`src/rtl/pfsa_pkg.sv`:
```
// shared types and constants of the paged slot allocator
package pfsa_pkg;

	localparam int CAP_W = 20;
	localparam int CNT_W = 24;
	localparam int PAGE_OUT_W = 4;
	localparam int CFG_IDX_W = 2;

	localparam logic [CFG_IDX_W-1:0] CFG_INITIAL = 2'd0;
	localparam logic [CFG_IDX_W-1:0] CFG_MAXIMUM = 2'd1;
	localparam logic [CFG_IDX_W-1:0] CFG_BUDGET = 2'd2;

	localparam logic [CAP_W-1:0] RST_INITIAL = 20'd1024;
	localparam logic [CAP_W-1:0] RST_MAXIMUM = 20'd65536;
	localparam logic [CNT_W-1:0] RST_BUDGET = 24'd1048576;

	localparam logic CMD_RESERVE = 1'b0;
	localparam logic CMD_RESET = 1'b1;

	typedef enum logic [1:0] {
		STAT_OK = 2'd0,
		STAT_INVAL = 2'd1,
		STAT_OOM = 2'd2
	} status_t;

	typedef enum logic [1:0] {
		RES_OK,
		RES_INVAL,
		RES_OOM,
		RES_RESET
	} res_kind_t;

	typedef enum logic [3:0] {
		ST_IDLE,
		ST_CHECK,
		ST_CUR_EV,
		ST_SCAN_RD,
		ST_SCAN_EV,
		ST_ROOM,
		ST_GROW,
		ST_CREATE,
		ST_GRANT,
		ST_RST_RD,
		ST_RST_EV,
		ST_RST_FIN
	} ctrl_state_t;

	// commands from the controller to the datapath
	typedef struct packed {
		logic latch;
		logic rd_cur;
		logic save_cur_cap;
		logic take_cur;
		logic take_idx;
		logic scan_init;
		logic scan_dec;
		logic cap_init;
		logic cap_grow;
		logic create;
		logic grant;
		logic clr_used;
		logic rst_init;
		logic rst_eval;
		logic rst_fin;
		logic res_en;
		res_kind_t res_kind;
	} dp_ctl_t;

	// status from the datapath to the controller
	typedef struct packed {
		logic is_reset;
		logic invalid;
		logic oom_early;
		logic cur_ok;
		logic have_pages;
		logic fits;
		logic idx_zero;
		logic no_room;
		logic cap_short;
	} dp_stat_t;

endpackage

```
`src/rtl/paged_frame_slot_allocator_core.sv`:
```
// top level of the paged frame slot allocator
//
//  channel   handshake             payload
//  request   start / busy          cmd, slot_count
//  result    done (one cycle)      status, page_index, slot_offset, granted_count,
//                                  page_created, created_capacity
//  config    cfg_we                cfg_index, cfg_data
//
// a request is taken when start is high and busy low. it is checked first, and a
// failed check ends it. otherwise the current page is tried when valid, then the
// pages are searched from the newest down, one page table read per search step;
// if none fits, out of memory ends it or a new page is made, its size doubled
// until the request fits. a reset request sweeps every existing page.
// arst_n clears state and loads the register defaults; results cannot stall.
module paged_frame_slot_allocator_core #(
	parameter int MAX_PAGES = 16,
	parameter int HEAP_LIMIT = 1000000
) (
	input  logic                                  clk,
	input  logic                                  arst_n,
	input  logic                                  start,
	output logic                                  busy,
	input  logic                                  cmd,
	input  logic [pfsa_pkg::CNT_W-1:0]            slot_count,
	input  logic                                  cfg_we,
	input  logic [pfsa_pkg::CFG_IDX_W-1:0]        cfg_index,
	input  logic [pfsa_pkg::CNT_W-1:0]            cfg_data,
	output logic                                  done,
	output pfsa_pkg::status_t                     status,
	output logic [pfsa_pkg::PAGE_OUT_W-1:0]       page_index,
	output logic [pfsa_pkg::CAP_W-1:0]            slot_offset,
	output logic [pfsa_pkg::CAP_W-1:0]            granted_count,
	output logic                                  page_created,
	output logic [pfsa_pkg::CAP_W-1:0]            created_capacity
);
	import pfsa_pkg::*;

	dp_ctl_t  ctl;
	dp_stat_t stat;

	pfsa_ctrl u_ctrl (
		.clk    (clk),
		.arst_n (arst_n),
		.start  (start),
		.stat   (stat),
		.ctl    (ctl),
		.busy   (busy)
	);

	pfsa_dp #(
		.MAX_PAGES  (MAX_PAGES),
		.HEAP_LIMIT (HEAP_LIMIT)
	) u_dp (
		.clk              (clk),
		.arst_n           (arst_n),
		.ctl              (ctl),
		.stat             (stat),
		.cmd              (cmd),
		.slot_count       (slot_count),
		.cfg_we           (cfg_we),
		.cfg_index        (cfg_index),
		.cfg_data         (cfg_data),
		.done             (done),
		.status           (status),
		.page_index       (page_index),
		.slot_offset      (slot_offset),
		.granted_count    (granted_count),
		.page_created     (page_created),
		.created_capacity (created_capacity)
	);

endmodule

```
`src/rtl/pfsa_ctrl.sv`:
```
// controller state machine of the paged slot allocator
module pfsa_ctrl (
	input  logic                clk,
	input  logic                arst_n,
	input  logic                start,
	input  pfsa_pkg::dp_stat_t  stat,
	output pfsa_pkg::dp_ctl_t   ctl,
	output logic                busy
);
	import pfsa_pkg::*;

	ctrl_state_t state_q, state_d;

	always_ff @(posedge clk or negedge arst_n) begin
		if (!arst_n) begin
			state_q <= ST_IDLE;
		end else begin
			state_q <= state_d;
		end
	end

	always_comb begin
		ctl = '0;
		ctl.res_kind = RES_OK;
		state_d = state_q;
		busy = (state_q != ST_IDLE);
		case (state_q)
			ST_IDLE: begin
				if (start) begin
					ctl.latch = 1'b1;
					state_d = ST_CHECK;
				end
			end
			ST_CHECK: begin
				if (stat.is_reset) begin
					ctl.rst_init = 1'b1;
					state_d = stat.have_pages ? ST_RST_RD : ST_RST_FIN;
				end else if (stat.invalid) begin
					ctl.res_en = 1'b1;
					ctl.res_kind = RES_INVAL;
					state_d = ST_IDLE;
				end else if (stat.oom_early) begin
					ctl.res_en = 1'b1;
					ctl.res_kind = RES_OOM;
					state_d = ST_IDLE;
				end else if (stat.cur_ok) begin
					ctl.rd_cur = 1'b1;
					state_d = ST_CUR_EV;
				end else if (stat.have_pages) begin
					ctl.scan_init = 1'b1;
					state_d = ST_SCAN_RD;
				end else begin
					state_d = ST_ROOM;
				end
			end
			ST_CUR_EV: begin
				ctl.save_cur_cap = 1'b1;
				if (stat.fits) begin
					ctl.take_cur = 1'b1;
					state_d = ST_GRANT;
				end else if (stat.have_pages) begin
					ctl.scan_init = 1'b1;
					state_d = ST_SCAN_RD;
				end else begin
					state_d = ST_ROOM;
				end
			end
			ST_SCAN_RD: begin
				state_d = ST_SCAN_EV;
			end
			ST_SCAN_EV: begin
				if (stat.fits) begin
					ctl.take_idx = 1'b1;
					state_d = ST_GRANT;
				end else if (stat.idx_zero) begin
					state_d = ST_ROOM;
				end else begin
					ctl.scan_dec = 1'b1;
					state_d = ST_SCAN_RD;
				end
			end
			ST_ROOM: begin
				if (stat.no_room) begin
					ctl.res_en = 1'b1;
					ctl.res_kind = RES_OOM;
					state_d = ST_IDLE;
				end else begin
					ctl.cap_init = 1'b1;
					state_d = ST_GROW;
				end
			end
			ST_GROW: begin
				if (stat.cap_short) begin
					ctl.cap_grow = 1'b1;
				end else begin
					state_d = ST_CREATE;
				end
			end
			ST_CREATE: begin
				ctl.create = 1'b1;
				state_d = ST_GRANT;
			end
			ST_GRANT: begin
				ctl.grant = 1'b1;
				ctl.res_en = 1'b1;
				ctl.res_kind = RES_OK;
				state_d = ST_IDLE;
			end
			ST_RST_RD: begin
				ctl.clr_used = 1'b1;
				state_d = ST_RST_EV;
			end
			ST_RST_EV: begin
				ctl.rst_eval = 1'b1;
				if (stat.idx_zero) begin
					state_d = ST_RST_FIN;
				end else begin
					ctl.scan_dec = 1'b1;
					state_d = ST_RST_RD;
				end
			end
			ST_RST_FIN: begin
				ctl.rst_fin = 1'b1;
				ctl.res_en = 1'b1;
				ctl.res_kind = RES_RESET;
				state_d = ST_IDLE;
			end
			default: begin
				state_d = ST_IDLE;
			end
		endcase
	end

endmodule

```
`src/rtl/pfsa_dp.sv`:
```
// datapath of the paged slot allocator: page tables, totals, growth and result
module pfsa_dp #(
	parameter int MAX_PAGES = 16,
	parameter int HEAP_LIMIT = 1000000
) (
	input  logic                                  clk,
	input  logic                                  arst_n,
	input  pfsa_pkg::dp_ctl_t                     ctl,
	output pfsa_pkg::dp_stat_t                    stat,
	input  logic                                  cmd,
	input  logic [pfsa_pkg::CNT_W-1:0]            slot_count,
	input  logic                                  cfg_we,
	input  logic [pfsa_pkg::CFG_IDX_W-1:0]        cfg_index,
	input  logic [pfsa_pkg::CNT_W-1:0]            cfg_data,
	output logic                                  done,
	output pfsa_pkg::status_t                     status,
	output logic [pfsa_pkg::PAGE_OUT_W-1:0]       page_index,
	output logic [pfsa_pkg::CAP_W-1:0]            slot_offset,
	output logic [pfsa_pkg::CAP_W-1:0]            granted_count,
	output logic                                  page_created,
	output logic [pfsa_pkg::CAP_W-1:0]            created_capacity
);
	import pfsa_pkg::*;

	localparam int IdxW = (MAX_PAGES > 1) ? $clog2(MAX_PAGES) : 1;
	localparam int PcW = $clog2(MAX_PAGES + 1);
	localparam logic [CAP_W-1:0] HeapLim = CAP_W'(HEAP_LIMIT);

	// configuration
	logic [CAP_W-1:0] init_q, max_q;
	logic [CNT_W-1:0] budget_q;

	// allocator state
	logic [CAP_W-1:0] cap_mem_q [MAX_PAGES];
	logic [CAP_W-1:0] used_mem_q [MAX_PAGES];
	logic [PcW-1:0]   pc_q;
	logic [IdxW-1:0]  cur_q;
	logic             cur_valid_q;
	logic [CNT_W-1:0] used_total_q;
	logic [CNT_W-1:0] cap_total_q;

	// per-request working registers
	logic             cmd_q;
	logic [CNT_W-1:0] count_q;
	logic [IdxW-1:0]  idx_q;
	logic [CAP_W-1:0] rd_cap_q, rd_used_q;
	logic [CAP_W-1:0] cur_cap_q;
	logic [CAP_W-1:0] cap_q;
	logic [IdxW-1:0]  page_q;
	logic [CAP_W-1:0] used_take_q;
	logic             created_q;
	logic [CAP_W-1:0] new_cap_q;
	logic [IdxW-1:0]  best_idx_q;
	logic [CAP_W-1:0] best_cap_q;
	logic             best_valid_q;

	logic             done_q;
	status_t          status_q;
	logic [PAGE_OUT_W-1:0] page_index_q;
	logic [CAP_W-1:0] slot_offset_q, granted_q, created_cap_q;
	logic             page_created_q;

	logic [IdxW-1:0]  rd_addr;
	logic [CNT_W-1:0] slots_left, avail;
	logic [CAP_W-1:0] page_room, clip_cap, start_cap;
	logic             used_we;
	logic [IdxW-1:0]  used_waddr;
	logic [CAP_W-1:0] used_wdata;
	logic [IdxW-1:0]  new_idx;

	function automatic logic [CAP_W-1:0] grow(input logic [CAP_W-1:0] cap,
			input logic [CAP_W-1:0] lim);
		return (cap <= (lim >> 1)) ? {cap[CAP_W-2:0], 1'b0} : lim;
	endfunction

	function automatic logic [CNT_W-1:0] sat_sub(input logic [CNT_W-1:0] a,
			input logic [CNT_W-1:0] b);
		return (a > b) ? (a - b) : '0;
	endfunction

	assign rd_addr = ctl.rd_cur ? cur_q : idx_q;
	assign new_idx = IdxW'(pc_q);
	assign slots_left = sat_sub(budget_q, used_total_q);
	assign avail = sat_sub(budget_q, cap_total_q);
	assign page_room = (rd_cap_q > rd_used_q) ? (rd_cap_q - rd_used_q) : '0;
	assign clip_cap = ({{(CNT_W-CAP_W){1'b0}}, cap_q} > avail) ? CAP_W'(avail) : cap_q;

	always_comb begin
		if (stat.cur_ok) begin
			start_cap = (cur_cap_q < max_q) ? grow(cur_cap_q, max_q) : cur_cap_q;
		end else begin
			start_cap = init_q;
		end
	end

	always_comb begin
		stat.is_reset = (cmd_q == CMD_RESET);
		stat.invalid = (count_q == '0) || (init_q == '0) || (init_q > max_q)
			|| (max_q > HeapLim)
			|| ({{(CNT_W-CAP_W){1'b0}}, init_q} > budget_q);
		stat.oom_early = (count_q > {{(CNT_W-CAP_W){1'b0}}, max_q})
			|| (count_q > slots_left);
		stat.cur_ok = cur_valid_q && (PcW'(cur_q) < pc_q);
		stat.have_pages = (pc_q != '0);
		stat.fits = (count_q <= {{(CNT_W-CAP_W){1'b0}}, page_room});
		stat.idx_zero = (idx_q == '0);
		stat.no_room = (count_q > avail) || (pc_q >= PcW'(MAX_PAGES));
		stat.cap_short = ({{(CNT_W-CAP_W){1'b0}}, cap_q} < count_q);
	end

	// used table write: zero during the reset sweep, bump on a grant
	always_comb begin
		used_we = ctl.clr_used || ctl.grant;
		used_waddr = ctl.clr_used ? idx_q : page_q;
		used_wdata = ctl.clr_used ? '0 : (used_take_q + count_q[CAP_W-1:0]);
	end

	always_ff @(posedge clk) begin
		rd_cap_q <= cap_mem_q[rd_addr];
		rd_used_q <= used_mem_q[rd_addr];
		if (ctl.create) begin
			cap_mem_q[new_idx] <= clip_cap;
		end
		if (used_we) begin
			used_mem_q[used_waddr] <= used_wdata;
		end
	end

	always_ff @(posedge clk or negedge arst_n) begin
		if (!arst_n) begin
			init_q <= RST_INITIAL;
			max_q <= RST_MAXIMUM;
			budget_q <= RST_BUDGET;
		end else if (cfg_we) begin
			case (cfg_index)
				CFG_INITIAL: init_q <= cfg_data[CAP_W-1:0];
				CFG_MAXIMUM: max_q <= cfg_data[CAP_W-1:0];
				CFG_BUDGET: budget_q <= cfg_data;
				default: ;
			endcase
		end
	end

	always_ff @(posedge clk or negedge arst_n) begin
		if (!arst_n) begin
			pc_q <= '0;
			cur_q <= '0;
			cur_valid_q <= 1'b0;
			used_total_q <= '0;
			cap_total_q <= '0;
			done_q <= 1'b0;
		end else begin
			done_q <= ctl.res_en;
			if (ctl.create) begin
				pc_q <= pc_q + PcW'(1);
				cap_total_q <= cap_total_q + {{(CNT_W-CAP_W){1'b0}}, clip_cap};
			end
			if (ctl.grant) begin
				cur_q <= page_q;
				cur_valid_q <= 1'b1;
				used_total_q <= used_total_q + count_q;
			end
			if (ctl.rst_fin) begin
				cur_q <= best_valid_q ? best_idx_q : '0;
				cur_valid_q <= best_valid_q;
				used_total_q <= '0;
			end
		end
	end

	always_ff @(posedge clk) begin
		if (ctl.latch) begin
			cmd_q <= cmd;
			count_q <= slot_count;
			created_q <= 1'b0;
		end
		if (ctl.scan_init || ctl.rst_init) begin
			idx_q <= IdxW'(pc_q - PcW'(1));
		end else if (ctl.scan_dec) begin
			idx_q <= idx_q - IdxW'(1);
		end
		if (ctl.save_cur_cap) begin
			cur_cap_q <= rd_cap_q;
		end
		if (ctl.cap_init) begin
			cap_q <= start_cap;
		end else if (ctl.cap_grow) begin
			cap_q <= grow(cap_q, max_q);
		end
		if (ctl.take_cur) begin
			page_q <= cur_q;
			used_take_q <= rd_used_q;
		end else if (ctl.take_idx) begin
			page_q <= idx_q;
			used_take_q <= rd_used_q;
		end else if (ctl.create) begin
			page_q <= new_idx;
			used_take_q <= '0;
			created_q <= 1'b1;
			new_cap_q <= clip_cap;
		end
		if (ctl.rst_init) begin
			best_valid_q <= 1'b0;
		end else if (ctl.rst_eval && (!best_valid_q || rd_cap_q > best_cap_q)) begin
			// strict compare keeps the newest page on a tie
			best_valid_q <= 1'b1;
			best_idx_q <= idx_q;
			best_cap_q <= rd_cap_q;
		end
		if (ctl.res_en) begin
			status_q <= STAT_OK;
			page_index_q <= '0;
			slot_offset_q <= '0;
			granted_q <= '0;
			page_created_q <= 1'b0;
			created_cap_q <= '0;
			case (ctl.res_kind)
				RES_OK: begin
					page_index_q <= PAGE_OUT_W'(page_q);
					slot_offset_q <= used_take_q;
					granted_q <= count_q[CAP_W-1:0];
					page_created_q <= created_q;
					created_cap_q <= created_q ? new_cap_q : '0;
				end
				RES_INVAL: status_q <= STAT_INVAL;
				RES_OOM: status_q <= STAT_OOM;
				default: status_q <= STAT_OK;
			endcase
		end
	end

	assign done = done_q;
	assign status = status_q;
	assign page_index = page_index_q;
	assign slot_offset = slot_offset_q;
	assign granted_count = granted_q;
	assign page_created = page_created_q;
	assign created_capacity = created_cap_q;

endmodule

```
`config.mk`:
```
export PLATFORM = sky130hd
export DESIGN_NAME = paged_frame_slot_allocator_core
export DESIGN_NICKNAME = d
export VERILOG_FILES = /design/src/rtl/pfsa_pkg.sv /design/src/rtl/paged_frame_slot_allocator_core.sv /design/src/rtl/pfsa_ctrl.sv /design/src/rtl/pfsa_dp.sv
export SDC_FILE = /design/constraint.sdc
export NUM_CORES = 2
export LEC_CHECK = 0
export BUFFER_PORTS_ARGS = -buffer_cell sky130_fd_sc_hd__buf_4
export CORE_MARGIN = 2
export CORE_UTILIZATION = 30
export DETAILED_ROUTE_END_ITERATION = 7
export GPL_ROUTABILITY_DRIVEN = 0
export MAX_ROUTING_LAYER = met4
export PLACE_DENSITY_LB_ADDON = 0.12
export SYNTH_ARGS = -nofsm -noshare
export SYNTH_HDL_FRONTEND = slang
export SYNTH_HIERARCHICAL = 1
export SYNTH_SLANG_ARGS = --single-unit
export TNS_END_PERCENT = 5
```
`constraint.sdc`:
```
create_clock -name clk -period 9.3 [get_ports clk]
set_clock_uncertainty 0.2 [all_clocks]
set_input_delay 0.465 -clock clk [delete_from_list [all_inputs] [get_ports clk]]
set_output_delay 0.465 -clock clk [all_outputs]
set_load 0.01 [all_outputs]
```
Word-level counts from Yosys, hierarchy flattened
Memories as Yosys holds them, arrays and structs flattened. A register that Yosys moved wholly into a read port is not among the register bits.
Index checks and enable logic that the tools add are counted.
Widths: inputs -> output; s select.
{"block": "classes", "eq_ne": 17, "addsub": 9, "mux": 87, "n_reduce_logical": 31, "n_bitwise": 3, "n_lt_le_gt_ge": 18}
{"operator": "$mux 20", "count": 12}
{"operator": "$gt 24x24->1", "count": 4}
{"operator": "$mux 24", "count": 4}
{"operator": "$mux 4", "count": 18}
{"operator": "$gt 20x20->1", "count": 3}
{"operator": "$gt 20x24->1", "count": 2}
{"operator": "$sub 24x24->24", "count": 2}
{"operator": "$le 20x19->1", "count": 2}
{"operator": "$pmux 4 s10", "count": 1}
{"operator": "$mux 1", "count": 38}
{"operator": "$add 24x20->24", "count": 1}
{"operator": "$add 24x24->24", "count": 1}
{"operator": "$gt 24x20->1", "count": 1}
{"operator": "$le 24x20->1", "count": 1}
{"operator": "$logic_not 24->1", "count": 1}
{"operator": "$lt 20x24->1", "count": 1}
{"operator": "$mux 3", "count": 7}
{"operator": "$add 20x20->20", "count": 1}
{"operator": "$gt 20x20->1 const B", "count": 1}
{"operator": "$logic_not 20->1", "count": 1}
{"operator": "$lt 20x20->1", "count": 1}
{"operator": "$sub 20x20->20", "count": 1}
{"operator": "$eq 4x3->1 const B", "count": 4}
{"operator": "$eq 4x4->1 const B", "count": 4}
{"operator": "25 further kinds", "count": 53}
{"block": "word_totals", "input_bits": 55, "ff_bits": 333, "out_inout_bits": 69, "mem_bits_rw": 640, "word_cells": 195, "memories": 2}
{"memory": "u_dp.cap_mem_q", "depth": 16, "word_bits": 20, "rd": 1, "rd_clocked_by_memory_dff": 1, "wr": 1, "line_no": "pfsa_dp.sv:34", "source": "logic [CAP_W-1:0] cap_mem_q [MAX_PAGES];"}
{"memory": "u_dp.used_mem_q", "depth": 16, "word_bits": 20, "rd": 1, "rd_clocked_by_memory_dff": 1, "wr": 1, "line_no": "pfsa_dp.sv:35", "source": "logic [CAP_W-1:0] used_mem_q [MAX_PAGES];"}

Longest topological paths before layout
{"block": "logic_depth", "word_depth": 10, "mapped_depth": 35}

Modules after synthesis
The synthesis kept the hierarchy.
{"mod": "pfsa_dp", "cells_per_inst": 3691, "area_each_um2": 50332.0, "n_inst": 1, "seq_area_each_um2": 29266.8}
{"mod": "pfsa_ctrl", "cells_per_inst": 87, "area_each_um2": 595.6, "n_inst": 1, "seq_area_each_um2": 100.1}

Worst setup path after synthesis
OpenSTA, ideal clock, no wires.
{"block": "synth_path", "path_type": "register -> register", "from": "register u_dp.budget_q[0]", "to": "register u_dp.created_cap_q[0], in the netlist u_dp/created_capacity[0], enable pin", "path_stages_with_launch": 27, "setup_time_ns": 0.879, "required_ns": 8.221, "arrival_time_ns": 6.063, "setup_slack_ns": 2.158, "synth_period_minus_slack_ns": 7.142, "cell_sequence": "dfrtp_1 > inv_1 > ha_1 > inv_1 > fa_1 > a21o_1 > a221oi_1 > o21ai_1 > a21oi_1 > o21bai_1 > a221oi_1 > o21a_1 > a31oi_1 > clkbuf_1 > nand2_1 > ha_1 > a21o_1 > a21oi_1 > nor2b_1 > o21ai_0 > nand2b_1 > a21oi_1 > o221ai_1 > a31oi_1 > o22ai_1 > o21ai_0 > nand3b_1"}
{"item": "start, declared", "line_no": "pfsa_dp.sv:31", "source": "logic [CNT_W-1:0] budget_q;"}
{"item": "start signal, assigned", "line_no": "pfsa_dp.sv:138", "source": "CFG_BUDGET: budget_q <= cfg_data;"}
{"item": "end signal, assigned", "line_no": "pfsa_dp.sv:223", "source": "created_cap_q <= created_q ? new_cap_q : '0;"}
{"item": "end, declared", "line_no": "pfsa_dp.sv:60", "source": "logic [CAP_W-1:0] slot_offset_q, granted_q, created_cap_q;"}

==> impl_metrics.ini <==
[routing]
wl_per_cell_um = 26.9
routed_wirelength_um = 173000
detail_route.vias_per_cell = 5.18
first_iter_violations = 2856
final_antenna_net_count = 0
via_count = 33200
drt_drc_violations_left = 0
drt-pass1-iter-count = 5

[pwr]
irDropWorstVdd_uv = 204
p_leak_uw = 0.0225
power_density_normalized_to_cell_area_nw_per_um2 = 348

[timing]
report.final.setup_viol = 0
drv_slew = 0
report.final.hold_viol_count = 0
maxClockFrequency_mhz = 115
finalSetupTns_ns = 0
finalCritPeriodShare = 0.937
post-route-min-period_ns = 8.71
actual_slew_at_the_worst_max_slew_pin_ns = 1.18
timing.max_slew.rel_slack = 0.195
setup_repair_after_global_routing_missed_its_margin = no

[grt]
first_global_vias = 34000
wire_length_of_the_first_global_routing_pass_um = 248000
globalRouteOverflowTotal = 0
grt_start_max_net_pins = 70
globalRouteTotalUtil = 0.203
initial_antenna_violation_count = 4

[clocking]
cts-buffers-inserted = 115
cts.repair_timing.setup_buffer_count = 0
clock_tree.root_cell = sky130_fd_sc_hd__clkbuf_16
clk_pin_slew_ns = 0.06
cts.htree.levels = 3
numClockSinks = 1013
clk_latency_ns = 0.78
clk_path_buf_depth = 3
clock_tree_from_tritoncts = done

[hold_path]
hp-class = input pin to async pin

[flow_run]
timing.max_cap.violations = 0

[setup_path]
critPathCapture = u_dp/rd_cap_q[8]
rr_endpoint = u_dp/rd_cap_q[8]
worst-endpoint-required_ns = 9.67
cp_depth = 30
worst_path_largest_cell_delay_ns = 0.55
rr_worst_depth = 30
crit_slowest_cell = sky130_fd_sc_hd__a221oi_1
critPathBufInv = 5
worst_ep_arrival_ns = 9.08
regToRegStartpoint = u_dp/budget_q[0]
cp_max_fo = 30
critPathCaptureType = flop
timing.critical_path.max_delay_family = compound AO/OA/AOI/OAI gates
crit_path_start = u_dp/budget_q[0]
regToRegSetupSlack_ns = 0.59
critical_path_class = flop to flop
critPathLaunchType = flop

[layout]
layout-area-overhead-vs-synth_pct = 17.9
layout_common_cells = 844 x sky130_fd_sc_hd__edfxtp_1, 382 x sky130_fd_sc_hd__ha_1, 271 x sky130_fd_sc_hd__buf_4
final_core_utilization = 0.355
drive_gt1_frac = 0.182
commonest_non_fill_non_tap_cell_in_the_layout = sky130_fd_sc_hd__edfxtp_1
multi_input_gate_area_um2 = 20500
total_area_of_sequential_cells_um2 = 29400
layout.nets = 4531
nFillCells = 16400

[logic_synthesis]
synth_cell_type_count = 90
mappedNetlistArea_um2 = 50900
synth-seq-area-share = 0.577
syn_area_cell_um2 = 13.5
synth_enable_flop_cells = 844
synth_seq_cells = 1013
syn-num-nets = 4221
syn-instance-count = 3778
yosys_warning_total = 6
synth_flop_cell = sky130_fd_sc_hd__edfxtp_1
ys_async_sr_fraction = 0.125

[floorplanning]
die-width_um = 416
full_die_area_um2 = 173000
floorplan.die.height_um = 416
placementRows = 151
floorplan.initialDensity = 0.301
core_region_area_um2 = 169000
floorplan.io_pins = 124

[placed_design]
hpwlAfterDp_um = 121000
portBuffers = 123

[outcome]
run_status = complete, no violations
synthesized netlist by cell type (all sizes together), types with 45 or more instances:
cell,n,area share
nor3,67,0.0067
edfxtp,844,0.50
o21ai,125,0.012
mux4,160,0.071
dfrtp,124,0.061
a31oi,63,0.0080
a21o,95,0.014
inv,193,0.014
ha,382,0.094
mux2,83,0.018
mux2i,52,0.010
xnor2,70,0.012
nor2,187,0.014
nand2,261,0.019
nand4,62,0.0076
a211oi,71,0.011
a21oi,182,0.018
clkbuf,107,0.0079
nor2b,45,0.0057
and2,70,0.0086
nand3,55,0.0055
cell families after synthesis:
family,synth area share
buf+inv,0.0256
xor+xnor,0.0181
flops,0.577
simple gates,0.0887
fa+ha+maj,0.0962
compound gates,0.0954
mux,0.0993
sequential cells by signal, summed over array words and instances, names as in the netlist, 5 cells and up:
| signal | cells |
|---|---|
| u_dp/rd_cap_q | 20 |
| u_dp/used_mem_q | 320 |
| u_dp/cap_q | 20 |
| u_dp/best_cap_q | 20 |
| u_dp/init_q | 20 |
| u_dp/granted_count | 20 |
| u_dp/count_q | 24 |
| u_dp/created_capacity | 20 |
| u_dp/budget_q | 24 |
| u_dp/slot_offset | 20 |
| u_dp/cap_total_q | 24 |
| u_dp/cur_cap_q | 20 |
| u_dp/cap_mem_q | 320 |
| u_dp/pc_q | 5 |
| u_dp/max_q | 20 |
| u_dp/used_total_q | 24 |
| u_dp/rd_used_q | 20 |
| u_dp/used_take_q | 20 |
| u_dp/new_cap_q | 20 |
through the flow:
| step | hold slack [ns] | setup WS, ns | area [um2] | power (uW) | cells |
|---|---|---|---|---|---|
| after floorplan | -0.0306 | 2.16 | 50900 | 12700 | 3778 |
| after global placement | 0.262 | 0.373 | 55600 | 16300 | 6138 |
| after detailed placement | 0.288 | 0.418 | 55600 | 16200 | 6138 |
| after CTS | 0.0373 | 0.316 | 60000 | 21100 | 6409 |
| after global routing | 0.104 | 0.0506 | 60100 | 22300 | 6410 |
| final | 0.0848 | 0.590 | 60100 | 20900 | 6411 |
timing repair:
action	CTS	global route
endpoints found under the hold margin	143	0
hold buffers	51	0
resized for setup	0	1
setup endpoints to repair	0	7
final cells by class:
| cell class | count | area share |
|---|---|---|
| Antenna cell | 2 | 0.0000833 |
| Clock buffer | 142 | 0.0508 |
| Clock inverter | 78 | 0.0155 |
| Inverter | 193 | 0.0121 |
| Multi-Input combinational cell | 2434 | 0.341 |
| Sequential cell | 1013 | 0.489 |
| Tap cell | 2218 | 0.0462 |
| Timing Repair Buffer | 331 | 0.0452 |
worst min path at each step:
stage,end,depth (start not counted),slack [ns],start
4_1_cts,u_dp/init_q[0],5,0.04,cfg_index[0]
6_report,u_dp/cap_total_q[20],2,0.08,arst_n
3_3_place_gp,u_dp/cur_q[1],2,0.26,u_dp/best_idx_q[1]
2_1_floorplan,u_ctrl/state_q[0],0,-0.03,arst_n
5_1_grt,u_dp/budget_q[21],2,0.10,arst_n
3_5_place_dp,u_dp/cur_q[3],2,0.29,u_dp/best_idx_q[3]
layer usage:
layer  GRT usage  wire length, um  up-vias
li1            -                -    15200
met1       0.257            75300    17100
met2       0.340            85900      718
met3      0.0207             5800      241
met4      0.0696             5780        0
met5           -                0        -
power breakdown:
group / switching (uW) / internal [uW] / leakage [uW]
Clock: 2010 / 2740 / 0.00193
Sequential: 676 / 6050 / 0.00959
Combinational: 5660 / 3750 / 0.0110
Total: 8350 / 12500 / 0.0225
No activity file was read; power rests on OpenSTA's default activity.
